===== src/rtl/gsps_pkg.sv =====
// package: widths, constants, register indexes and gain tables of the pid servo
package gsps_pkg;

  localparam int ADC_BITS      = 10;
  localparam int FRACTION_BITS = 8;

  localparam int FULLSCALE = (1 << ADC_BITS) - 1;
  localparam int DIST_OFFSET = 57 << (FRACTION_BITS - 1);

  localparam int MA_W   = 32;
  localparam int MB_W   = 18;
  localparam int PROD_W = MA_W + MB_W;
  localparam int ACC_W  = PROD_W + 2;
  localparam int DEN_W  = 17;
  localparam int DIV_W  = (ADC_BITS + FRACTION_BITS + 8 > 33) ?
                          ADC_BITS + FRACTION_BITS + 8 : 33;
  localparam int CNT_W  = $clog2(DIV_W + 1);
  localparam int DER_W  = 28;
  localparam int GAIN_SHIFT = 12;

  // reciprocals of the full scale and of 125, scaled by 2^36, split in 16-bit halves
  localparam int     RCP_SHIFT = 36;
  localparam int     RCP_DROP  = RCP_SHIFT - 16;
  localparam int     RCPN_W    = 29;
  localparam longint RCP_FS    = ((longint'(1) << RCP_SHIFT) + FULLSCALE - 1) / FULLSCALE;
  localparam longint RCP_SEC   = ((longint'(1) << RCP_SHIFT) + 124) / 125;
  localparam logic [15:0] RCP_FS_HI  = 16'(RCP_FS >> 16);
  localparam logic [15:0] RCP_FS_LO  = 16'(RCP_FS);
  localparam logic [15:0] RCP_SEC_HI = 16'(RCP_SEC >> 16);
  localparam logic [15:0] RCP_SEC_LO = 16'(RCP_SEC);

  localparam logic [2:0] REG_SETPOINT   = 3'd0;
  localparam logic [2:0] REG_DEADBAND   = 3'd1;
  localparam logic [2:0] REG_INT_LIMIT  = 3'd2;
  localparam logic [2:0] REG_CENTER     = 3'd3;
  localparam logic [2:0] REG_SERVO_LOW  = 3'd4;
  localparam logic [2:0] REG_SERVO_HIGH = 3'd5;
  localparam logic [2:0] REG_SONAR_SM   = 3'd6;
  localparam logic [2:0] REG_SERVO_SM   = 3'd7;

  localparam logic [1:0] ZONE_NEAR = 2'd0;
  localparam logic [1:0] ZONE_MID  = 2'd1;
  localparam logic [1:0] ZONE_FAR  = 2'd2;

  function automatic logic [13:0] gain_kp(input logic [1:0] zone);
    unique case (zone)
      ZONE_FAR: gain_kp = 14'd6554;
      ZONE_MID: gain_kp = 14'd2458;
      default:  gain_kp = 14'd1638;
    endcase
  endfunction

  function automatic logic [13:0] gain_ki(input logic [1:0] zone);
    unique case (zone)
      ZONE_FAR: gain_ki = 14'd0;
      ZONE_MID: gain_ki = 14'd205;
      default:  gain_ki = 14'd410;
    endcase
  endfunction

  function automatic logic [13:0] gain_kd(input logic [1:0] zone);
    unique case (zone)
      ZONE_FAR: gain_kd = 14'd7782;
      ZONE_MID: gain_kd = 14'd1638;
      default:  gain_kd = 14'd819;
    endcase
  endfunction

endpackage


===== src/rtl/gain_scheduled_pid_servo.sv =====
// gain-scheduled pid servo controller: sequencer around one multiplier and one divider
//
// input channel: in_valid/in_ready carry one item, adc_sample and elapsed_ms.
// output channel: out_valid/out_ready carry servo_angle, filtered_distance,
// control_error, pid_output and gain_zone.
// config port: cfg_write, cfg_index, cfg_data; write only while idle.
// an item with elapsed_ms zero is taken and gives no result.
// an item runs from acceptance to result through two reciprocal
// multiplications (distance scaling, integral step), one divide at one
// quotient bit per cycle (derivative) and 20 multiply and
// update steps on the shared multiplier; in_ready is high only while the
// sequencer is idle, so a new item is taken only after the last result is stored.
// a finished result sits in the output register; the next item is accepted
// meanwhile and its work stops at the last step until the receiver takes
// the earlier result.
// synchronous reset loads the register defaults, clears the filter, integral
// and derivative history and empties the output register.
module gain_scheduled_pid_servo import gsps_pkg::*; (
  input  logic               clk,
  input  logic               rst,
  input  logic               cfg_write,
  input  logic [2:0]         cfg_index,
  input  logic [15:0]        cfg_data,
  input  logic               in_valid,
  output logic               in_ready,
  input  logic [9:0]         adc_sample,
  input  logic [15:0]        elapsed_ms,
  output logic               out_valid,
  input  logic               out_ready,
  output logic [7:0]         servo_angle,
  output logic [15:0]        filtered_distance,
  output logic signed [16:0] control_error,
  output logic signed [23:0] pid_output,
  output logic [1:0]         gain_zone
);

  typedef enum logic [25:0] {
    S_IDLE     = 26'd1 << 0,
    S_RAW_MUL  = 26'd1 << 1,
    S_RAW_DIV  = 26'd1 << 2,
    S_DIV      = 26'd1 << 3,
    S_SD_MUL1  = 26'd1 << 4,
    S_SD_MUL2  = 26'd1 << 5,
    S_SD_ADD   = 26'd1 << 6,
    S_SD_UPD   = 26'd1 << 7,
    S_ERR      = 26'd1 << 8,
    S_INT_MUL  = 26'd1 << 9,
    S_INT_DIV  = 26'd1 << 10,
    S_INT_UPD  = 26'd1 << 11,
    S_DER_DIV  = 26'd1 << 12,
    S_PID_P    = 26'd1 << 13,
    S_PID_I    = 26'd1 << 14,
    S_PID_D    = 26'd1 << 15,
    S_PID_ADD  = 26'd1 << 16,
    S_PID_SAT  = 26'd1 << 17,
    S_CMD_MUL1 = 26'd1 << 18,
    S_CMD_MUL2 = 26'd1 << 19,
    S_CMD_ADD  = 26'd1 << 20,
    S_OUT      = 26'd1 << 21,
    S_RCP_HI   = 26'd1 << 22,
    S_RCP_LO   = 26'd1 << 23,
    S_RCP_ADD  = 26'd1 << 24,
    S_RCP_END  = 26'd1 << 25
  } state_t;

  localparam logic signed [ACC_W-1:0] DIST_MIN = ACC_W'(20 << FRACTION_BITS);
  localparam logic signed [ACC_W-1:0] DIST_MAX = ACC_W'(220 << FRACTION_BITS);
  localparam logic signed [ACC_W-1:0] PID_MAX  = ACC_W'(8388607);
  localparam logic signed [ACC_W-1:0] PID_MIN  = -ACC_W'(8388608);
  localparam logic [16:0] ZONE_FAR_MAG = 17'(10 << FRACTION_BITS);
  localparam logic [16:0] ZONE_MID_MAG = 17'(5 << FRACTION_BITS);

  // configuration
  logic [15:0] setpoint_distance;
  logic [11:0] error_deadband;
  logic [15:0] integral_limit;
  logic [7:0]  servo_center;
  logic [7:0]  servo_low;
  logic [7:0]  servo_high;
  logic [8:0]  sonar_smoothing;
  logic [8:0]  servo_smoothing;

  // loop state
  logic [15:0]        smoothed_distance;
  logic [15:0]        previous_distance;
  logic signed [17:0] error_integral;
  logic [15:0]        smoothed_command;

  // per-item working registers
  state_t                   state;
  logic [ADC_BITS-1:0]      raw;
  logic [15:0]              ms;
  logic signed [17:0]       err;
  logic [1:0]               zone;
  logic signed [DER_W-1:0]  deriv;
  logic signed [23:0]       pid;
  logic signed [ACC_W-1:0]  acc;
  logic signed [PROD_W-1:0] prod_r;

  // divider
  state_t              div_ret;
  logic [DEN_W-1:0]    div_rem;
  logic [DIV_W-1:0]    div_quo;
  logic [DEN_W-1:0]    div_den;
  logic [CNT_W-1:0]    div_cnt;
  logic                div_neg;

  // reciprocal multiplication
  logic [RCPN_W-1:0]   rcp_num;
  logic                rcp_sec;

  logic signed [MA_W-1:0]   ma;
  logic signed [MB_W-1:0]   mb;
  logic signed [PROD_W-1:0] prod;
  logic [8:0]               w_sonar;
  logic [8:0]               w_servo;
  logic [DEN_W:0]           rem_sh;
  logic [DEN_W+1:0]         rem_diff;
  logic signed [DIV_W:0]    qs;
  logic [DIV_W-1:0]         num_mag;
  logic signed [PROD_W-1:0] prod_abs;
  logic signed [DIV_W+1:0]  raw_dist;
  logic signed [17:0]       dist_step;
  logic signed [25:0]       cmd_in;
  logic signed [ACC_W-1:0]  acc_sum;
  logic signed [ACC_W-1:0]  sd_sm;
  logic signed [ACC_W-1:0]  pid_sh;
  logic signed [ACC_W-1:0]  cmd_sm;
  logic signed [ACC_W-1:0]  cmd_lo;
  logic signed [ACC_W-1:0]  cmd_hi;
  logic signed [ACC_W-1:0]  cmd;
  logic signed [17:0]       err_full;
  logic [16:0]              err_mag;
  logic signed [DIV_W+2:0]  int_sum;
  logic signed [DIV_W+2:0]  int_lim;
  logic                     out_free;
  logic [15:0]              rcp_hi;
  logic [15:0]              rcp_lo;
  logic signed [ACC_W-1:0]  rcp_sum;
  logic signed [ACC_W-1:0]  rcp_q;

  assign in_ready = (state == S_IDLE);
  assign out_free = !out_valid || out_ready;

  assign w_sonar = (sonar_smoothing > 9'd256) ? 9'd256 : sonar_smoothing;
  assign w_servo = (servo_smoothing > 9'd256) ? 9'd256 : servo_smoothing;

  assign rem_sh   = {div_rem, div_quo[DIV_W-1]};
  assign rem_diff = {1'b0, rem_sh} - {2'b0, div_den};
  assign qs       = div_neg ? -$signed({1'b0, div_quo}) : $signed({1'b0, div_quo});
  assign prod_abs = (prod_r < 0) ? -prod_r : prod_r;
  assign num_mag  = prod_abs[DIV_W-1:0];

  assign rcp_hi  = rcp_sec ? RCP_SEC_HI : RCP_FS_HI;
  assign rcp_lo  = rcp_sec ? RCP_SEC_LO : RCP_FS_LO;
  assign rcp_sum = acc + ACC_W'(prod_r >>> 16);
  assign rcp_q   = acc >>> RCP_DROP;

  assign raw_dist  = (DIV_W+2)'(qs) - (DIV_W+2)'(DIST_OFFSET);
  assign dist_step = $signed({2'b0, previous_distance}) - $signed({2'b0, smoothed_distance});
  assign cmd_in    = 26'($signed({2'b0, servo_center, {FRACTION_BITS{1'b0}}})) + 26'(pid);
  assign acc_sum   = acc + ACC_W'(prod_r);
  assign sd_sm     = acc >>> 8;
  assign pid_sh    = acc >>> GAIN_SHIFT;
  assign cmd_sm    = acc >>> 8;
  assign cmd_lo    = ACC_W'({servo_low, {FRACTION_BITS{1'b0}}});
  assign cmd_hi    = ACC_W'({servo_high, {FRACTION_BITS{1'b0}}});
  assign err_full  = $signed({2'b0, setpoint_distance}) - $signed({2'b0, smoothed_distance});
  assign err_mag   = (err_full < 0) ? 17'(-err_full) : 17'(err_full);
  assign int_sum   = (DIV_W+3)'(error_integral) + (DIV_W+3)'(qs);
  assign int_lim   = (DIV_W+3)'({1'b0, integral_limit});

  always_comb begin
    cmd = cmd_sm;
    if (cmd < cmd_lo) cmd = cmd_lo;
    if (cmd > cmd_hi) cmd = cmd_hi;
  end

  // shared multiplier operand select
  always_comb begin
    ma = '0;
    mb = '0;
    unique case (state)
      S_RAW_MUL: begin
        ma = MA_W'({raw, {FRACTION_BITS{1'b0}}});
        mb = MB_W'(250);
      end
      S_RCP_HI: begin
        ma = MA_W'(rcp_num);
        mb = MB_W'(rcp_hi);
      end
      S_RCP_LO: begin
        ma = MA_W'(rcp_num);
        mb = MB_W'(rcp_lo);
      end
      S_SD_MUL1: begin
        ma = MA_W'(raw_dist);
        mb = MB_W'(w_sonar);
      end
      S_SD_MUL2: begin
        ma = MA_W'(smoothed_distance);
        mb = MB_W'(9'd256 - w_sonar);
      end
      S_INT_MUL: begin
        ma = MA_W'(err);
        mb = MB_W'(ms);
      end
      S_INT_UPD: begin
        ma = MA_W'(dist_step);
        mb = MB_W'(1000);
      end
      S_PID_P: begin
        ma = MA_W'(err);
        mb = MB_W'(gain_kp(zone));
      end
      S_PID_I: begin
        ma = MA_W'(error_integral);
        mb = MB_W'(gain_ki(zone));
      end
      S_PID_D: begin
        ma = MA_W'(deriv);
        mb = MB_W'(gain_kd(zone));
      end
      S_CMD_MUL1: begin
        ma = MA_W'(cmd_in);
        mb = MB_W'(w_servo);
      end
      S_CMD_MUL2: begin
        ma = MA_W'(smoothed_command);
        mb = MB_W'(9'd256 - w_servo);
      end
      default: begin
        ma = '0;
        mb = '0;
      end
    endcase
  end

  assign prod = ma * mb;

  always_ff @(posedge clk) begin
    prod_r <= prod;
  end

  always_ff @(posedge clk) begin
    if (rst) begin
      setpoint_distance <= 16'd14080;
      error_deadband    <= 12'd256;
      integral_limit    <= 16'd5120;
      servo_center      <= 8'd148;
      servo_low         <= 8'd120;
      servo_high        <= 8'd163;
      sonar_smoothing   <= 9'd51;
      servo_smoothing   <= 9'd51;
    end else if (cfg_write) begin
      unique case (cfg_index)
        REG_SETPOINT:   setpoint_distance <= cfg_data;
        REG_DEADBAND:   error_deadband    <= cfg_data[11:0];
        REG_INT_LIMIT:  integral_limit    <= cfg_data;
        REG_CENTER:     servo_center      <= cfg_data[7:0];
        REG_SERVO_LOW:  servo_low         <= cfg_data[7:0];
        REG_SERVO_HIGH: servo_high        <= cfg_data[7:0];
        REG_SONAR_SM:   sonar_smoothing   <= cfg_data[8:0];
        REG_SERVO_SM:   servo_smoothing   <= cfg_data[8:0];
        default: ;
      endcase
    end
  end

  always_ff @(posedge clk) begin
    if (rst) begin
      state             <= S_IDLE;
      div_ret           <= S_IDLE;
      out_valid         <= 1'b0;
      smoothed_distance <= '0;
      previous_distance <= '0;
      error_integral    <= '0;
      smoothed_command  <= '0;
    end else begin
      if (out_valid && out_ready && state != S_OUT) out_valid <= 1'b0;
      unique case (state)
        S_IDLE: begin
          if (in_valid) begin
            raw <= adc_sample[ADC_BITS-1:0];
            ms  <= elapsed_ms;
            if (elapsed_ms != 16'd0) state <= S_RAW_MUL;
          end
        end
        S_RAW_MUL: state <= S_RAW_DIV;
        S_RAW_DIV: begin
          rcp_num <= num_mag[RCPN_W-1:0];
          rcp_sec <= 1'b0;
          div_neg <= 1'b0;
          div_ret <= S_SD_MUL1;
          state   <= S_RCP_HI;
        end
        S_RCP_HI: state <= S_RCP_LO;
        S_RCP_LO: begin
          acc   <= ACC_W'(prod_r);
          state <= S_RCP_ADD;
        end
        S_RCP_ADD: begin
          acc   <= rcp_sum;
          state <= S_RCP_END;
        end
        S_RCP_END: begin
          div_quo <= rcp_q[DIV_W-1:0];
          state   <= div_ret;
        end
        S_DIV: begin
          if (!rem_diff[DEN_W+1]) begin
            div_rem <= rem_diff[DEN_W-1:0];
            div_quo <= {div_quo[DIV_W-2:0], 1'b1};
          end else begin
            div_rem <= rem_sh[DEN_W-1:0];
            div_quo <= {div_quo[DIV_W-2:0], 1'b0};
          end
          div_cnt <= div_cnt + CNT_W'(1);
          if (div_cnt == CNT_W'(DIV_W - 1)) state <= div_ret;
        end
        S_SD_MUL1: state <= S_SD_MUL2;
        S_SD_MUL2: begin
          acc   <= ACC_W'(prod_r);
          state <= S_SD_ADD;
        end
        S_SD_ADD: begin
          acc   <= acc_sum;
          state <= S_SD_UPD;
        end
        S_SD_UPD: begin
          if (sd_sm < DIST_MIN) smoothed_distance <= DIST_MIN[15:0];
          else if (sd_sm > DIST_MAX) smoothed_distance <= DIST_MAX[15:0];
          else smoothed_distance <= sd_sm[15:0];
          state <= S_ERR;
        end
        S_ERR: begin
          if (err_mag < {5'b0, error_deadband}) begin
            err  <= '0;
            zone <= ZONE_NEAR;
          end else begin
            err <= err_full;
            if (err_mag > ZONE_FAR_MAG) zone <= ZONE_FAR;
            else if (err_mag > ZONE_MID_MAG) zone <= ZONE_MID;
            else zone <= ZONE_NEAR;
          end
          state <= S_INT_MUL;
        end
        S_INT_MUL: state <= S_INT_DIV;
        S_INT_DIV: begin
          // divide by 1000 as a shift by three and a reciprocal of 125
          rcp_num <= num_mag[RCPN_W+2:3];
          rcp_sec <= 1'b1;
          div_neg <= prod_r < 0;
          div_ret <= S_INT_UPD;
          state   <= S_RCP_HI;
        end
        S_INT_UPD: begin
          if (int_sum < -int_lim) error_integral <= 18'(-int_lim);
          else if (int_sum > int_lim) error_integral <= 18'(int_lim);
          else error_integral <= 18'(int_sum);
          state <= S_DER_DIV;
        end
        S_DER_DIV: begin
          div_rem <= '0;
          div_quo <= num_mag;
          div_neg <= prod_r < 0;
          div_den <= DEN_W'(ms);
          div_cnt <= '0;
          div_ret <= S_PID_P;
          previous_distance <= smoothed_distance;
          state   <= S_DIV;
        end
        S_PID_P: begin
          deriv <= qs[DER_W-1:0];
          state <= S_PID_I;
        end
        S_PID_I: begin
          acc   <= ACC_W'(prod_r);
          state <= S_PID_D;
        end
        S_PID_D: begin
          acc   <= acc_sum;
          state <= S_PID_ADD;
        end
        S_PID_ADD: begin
          acc   <= acc_sum;
          state <= S_PID_SAT;
        end
        S_PID_SAT: begin
          if (pid_sh > PID_MAX) pid <= PID_MAX[23:0];
          else if (pid_sh < PID_MIN) pid <= PID_MIN[23:0];
          else pid <= pid_sh[23:0];
          state <= S_CMD_MUL1;
        end
        S_CMD_MUL1: state <= S_CMD_MUL2;
        S_CMD_MUL2: begin
          acc   <= ACC_W'(prod_r);
          state <= S_CMD_ADD;
        end
        S_CMD_ADD: begin
          acc   <= acc_sum;
          state <= S_OUT;
        end
        S_OUT: begin
          if (out_free) begin
            smoothed_command  <= cmd[15:0];
            servo_angle       <= cmd[FRACTION_BITS+7:FRACTION_BITS];
            filtered_distance <= smoothed_distance;
            control_error     <= err[16:0];
            pid_output        <= pid;
            gain_zone         <= zone;
            out_valid         <= 1'b1;
            state             <= S_IDLE;
          end
        end
        default: state <= S_IDLE;
      endcase
    end
  end

endmodule

===== config.mk =====
export PLATFORM = sky130hd
export DESIGN_NAME = gain_scheduled_pid_servo
export DESIGN_NICKNAME = d
export VERILOG_FILES = /design/src/rtl/gsps_pkg.sv /design/src/rtl/gain_scheduled_pid_servo.sv
export SDC_FILE = /design/constraint.sdc
export NUM_CORES = 2
export LEC_CHECK = 0
export BUFFER_PORTS_ARGS = -buffer_cell sky130_fd_sc_hd__buf_2
export CORE_MARGIN = 8
export CORE_UTILIZATION = 56
export CTS_CLUSTER_SIZE = 14
export DETAILED_ROUTE_END_ITERATION = 12
export HOLD_SLACK_MARGIN = 0.06
export PLACE_DENSITY = 0.72
export SETUP_SLACK_MARGIN = 0.15
export SYNTH_ARGS = -nofsm -noshare
export SYNTH_HDL_FRONTEND = slang
export SYNTH_SLANG_ARGS = --single-unit
export TNS_END_PERCENT = 5

===== constraint.sdc =====
create_clock -name clk -period 12.35 [get_ports clk]
set_clock_uncertainty 0.15 [all_clocks]
set_input_delay 1.235 -clock clk [delete_from_list [all_inputs] [get_ports clk]]
set_output_delay 1.235 -clock clk [all_outputs]
set_load 0.01 [all_outputs]

==> reports/qor.csv <==
metric;value;unit
power_switching;0.00180;W
cp_slowest_stage_delay;0.70;ns
critPathRequiredTime;12.74;ns
crit_arrival;11.93;ns
rr_worst_depth;35;
reg2reg_to;prod_r[49];
antenna_found_initial;6;
final_cells;7382;
swShare;32.6;%
fmax;86.6;MHz
cts_made_buffers;61;
rows;114;
final_max_slew_viol_count;0;
max_cap_viol_count;0;
dpl.hpwl;143;mm
ys_ff_latch;552;
hold_path_startpoint;previous_distance[0];
syn_area_per_cell;9.07;sq um
crit_path_start_kind;flop;
synth_cell_types;91;
drt-total-wl;180;mm
gr-usage-met1;44.7;%
path_buf_inv;5;
drtIter0Drc;5600;
finalPower;0.00553;W
setup_viol;0;
grt_overflow_total;0;
cts_hold_buf;0;
post-route-period-util;93.5;%
fin_util;61.0;%
path_common_cell;fa_1;
worst_setup_path_end_kind;flop;
setup_tns;0;ns
synthCells;5959;
cts_buffer_depth;3;
critPathKind;flop to flop;
crit_slowest_cell;or4_1;
drt-pass1-iter-count;12;
hold_path_end;previous_distance[0];
clockRootBuffer;clkbuf_16;
drive_gt1_share;7.34;%
fillers;8357;
grt_pass1_vias;44300;
die_h;327;um
crit_family;simple AND/OR/NAND/NOR gates;
synthArstFlopShare;0;%
synth_area;54000;sq um
p_int;0.00372;W
rsz0062_at_grt;false;
p_leak;25.6;nW
synth_common_cells;inv_1 (813), nand2_1 (797), fa_1 (559);
ys_seq_area_share;26.4;%
cts_tree;yes;
hold_depth;2;
ctsResizeCount;0;
critPathMaxFanout;15;
drc;0;
die_area;107000;sq um
seqPwrFrac;38.5;%
clock-sinks;552;
status;finished clean;
track_usage;33.1;%
grt_max_degree;97;
place.gp.congestion;1.04;
synth_edf_count;319;
h-tree-depth;2;
tightest_slew;1.43;ns
syn2layout_area_growth;8.49;%
grt_pass1_wl;273;mm
power_density;94.3;nW/um^2
ant_nets;0;
synth_top_cell_area_share;20.7;%
relSlewSlack;4.15;%
hold_class;flop to flop;
timing.critical_path.depth;35;
io_pins;119;
r2r_start;div_quo[3];
clkTransAtPathRegs;0.07;ns
rrSetupSlack;0.81;ns
die_w;327;um
dp.cells;7262;
synth_ff_type;edfxtp_1;
port_buffers;118;
min_period;11.54;ns
clkPwrFrac;36.5;%
synthTopCellsByArea;fa_1 (21%), edfxtp_1 (18%), dfxtp_1 (8.6%);
vias;45400;
wl_per_cell;24.4;um
core;96100;sq um
grt_util_met2;50.8;%
grt_util_met3;7.60;%
combPwrFrac;25.0;%
grt-busiest-layer;met2;
yosysWarnings;0;
yosys.area.top_type;fa_1;
cts_setup_buffers;0;
fin_nets;7011;
synth_most_common_cell;inv_1;
initial_core_util;56.2;%
clkLatencyLatePin;0.67;ns
hold_viol;0;
vdd_drop_max;0.141;mV
viasPerCell;6.15;
==> cell families (layout without fill, tap and decap cells) <==
| kind of cell | Yosys count | in the layout | synth area share, % |
|---|---|---|---|
| AOI/OAI and AO/OA | 1172 | 1172 | 14.4 |
| xor gates and xnor gates | 282 | 282 | 4.57 |
| adders and majority gates | 912 | 912 | 28.9 |
| buffers and inverters | 1071 | 1151 | 7.47 |
| DFF | 552 | 552 | 26.4 |
| muxes | 109 | 109 | 2.13 |
| other | 2 | 69 | 0.0139 |
| and+or+nand+nor | 1859 | 1859 | 16.2 |
==> metal layers <==
metal,routed length (um),vias up,part of all wire [%]
li1,-,20300,-
met1,70900,22200,39
met2,79300,2416,44
met3,19700,480,11
met4,10100,4,5.6
met5,27,-,0.015
==> per-stage QoR <==
stage | area [sq um] | hold slack (ns) | setup slack, ns
finish | 58600 | 0.303 | 0.809
global route | 58600 | 0.322 | 0.256
CTS | 58600 | 0.302 | 0.933
detailed placement | 56400 | 0.294 | 1.02
global placement | 56400 | 0.287 | 1.35
floorplan | 54300 | 0.268 | 2.63
==> worst reg2reg max path: cells and delay by family (launching register included) <==
| family | cells | cell delay [ns] |
|---|---|---|
| xor gates and xnor gates | 2 | 0.48 |
| adders and majority gates | 8 | 3.63 |
| buffers and inverters | 5 | 0.52 |
| AOI/OAI and AO/OA | 7 | 2.06 |
| muxes | 1 | 0.26 |
| and+or+nand+nor | 12 | 3.84 |
| DFF | 1 | 0.48 |
==> sequential cells by signal, summed over array words and instances, names as in the netlist, 17 cells and up <==
register,count
rcp_num,29
error_integral,18
div_quo,33
div_rem,17
err,17
state,26
deriv,28
acc,52
control_error,17
pid,24
prod_r,50
pid_output,24
==> worst max path at each step <==
stage	from	end
after floorplan	state[1]	prod_r[47]
after global placement	div_quo[3]	prod_r[49]
after detailed placement	div_quo[3]	prod_r[49]
after CTS	div_quo[3]	prod_r[49]
after global routing	div_quo[3]	prod_r[49]
final	div_quo[3]	prod_r[49]
==> power by group through the flow <==
| stage | clock network [W] | registers [W] | logic [W] |
|---|---|---|---|
| after global placement | 0 | 0.00216 | 0.00133 |
| after detailed placement | 0 | 0.00216 | 0.00135 |
| final | 0.00202 | 0.00213 | 0.00138 |
| after CTS | 0.00202 | 0.00212 | 0.00136 |
| after floorplan | 0 | 0.00211 | 0.000975 |
| after global routing | 0.00210 | 0.00213 | 0.00153 |
==> cells in the final DEF (no fill, tap or decap), types with 65 or more instances in the layout <==
master,n
a21o_1,120
a21oi_1,288
o21ai_0,254
and2_1,122
buf_2,117
xor2_1,113
conb_1,65
nand3_1,82
inv_1,813
buf_4,103
nor3_1,81
a22oi_1,69
xnor2_1,169
edfxtp_1,319
nor2_1,351
dfxtp_1,233
ha_1,353
fa_1,559
nand2_1,797
==> final cells by class <==
class / count / area, sq um / share of cell area, %
well taps: 1276 / 1600 / 2.72
clock inverters: 47 / 564 / 0.963
multi-input cells: 4399 / 36100 / 61.6
diodes: 4 / 10.0 / 0.0171
clock buffers: 69 / 1650 / 2.82
flip-flops and latches: 552 / 14200 / 24.3
inverters: 815 / 3060 / 5.22
repair buffers: 220 / 1360 / 2.32
(Power assumes the default switching activity.)
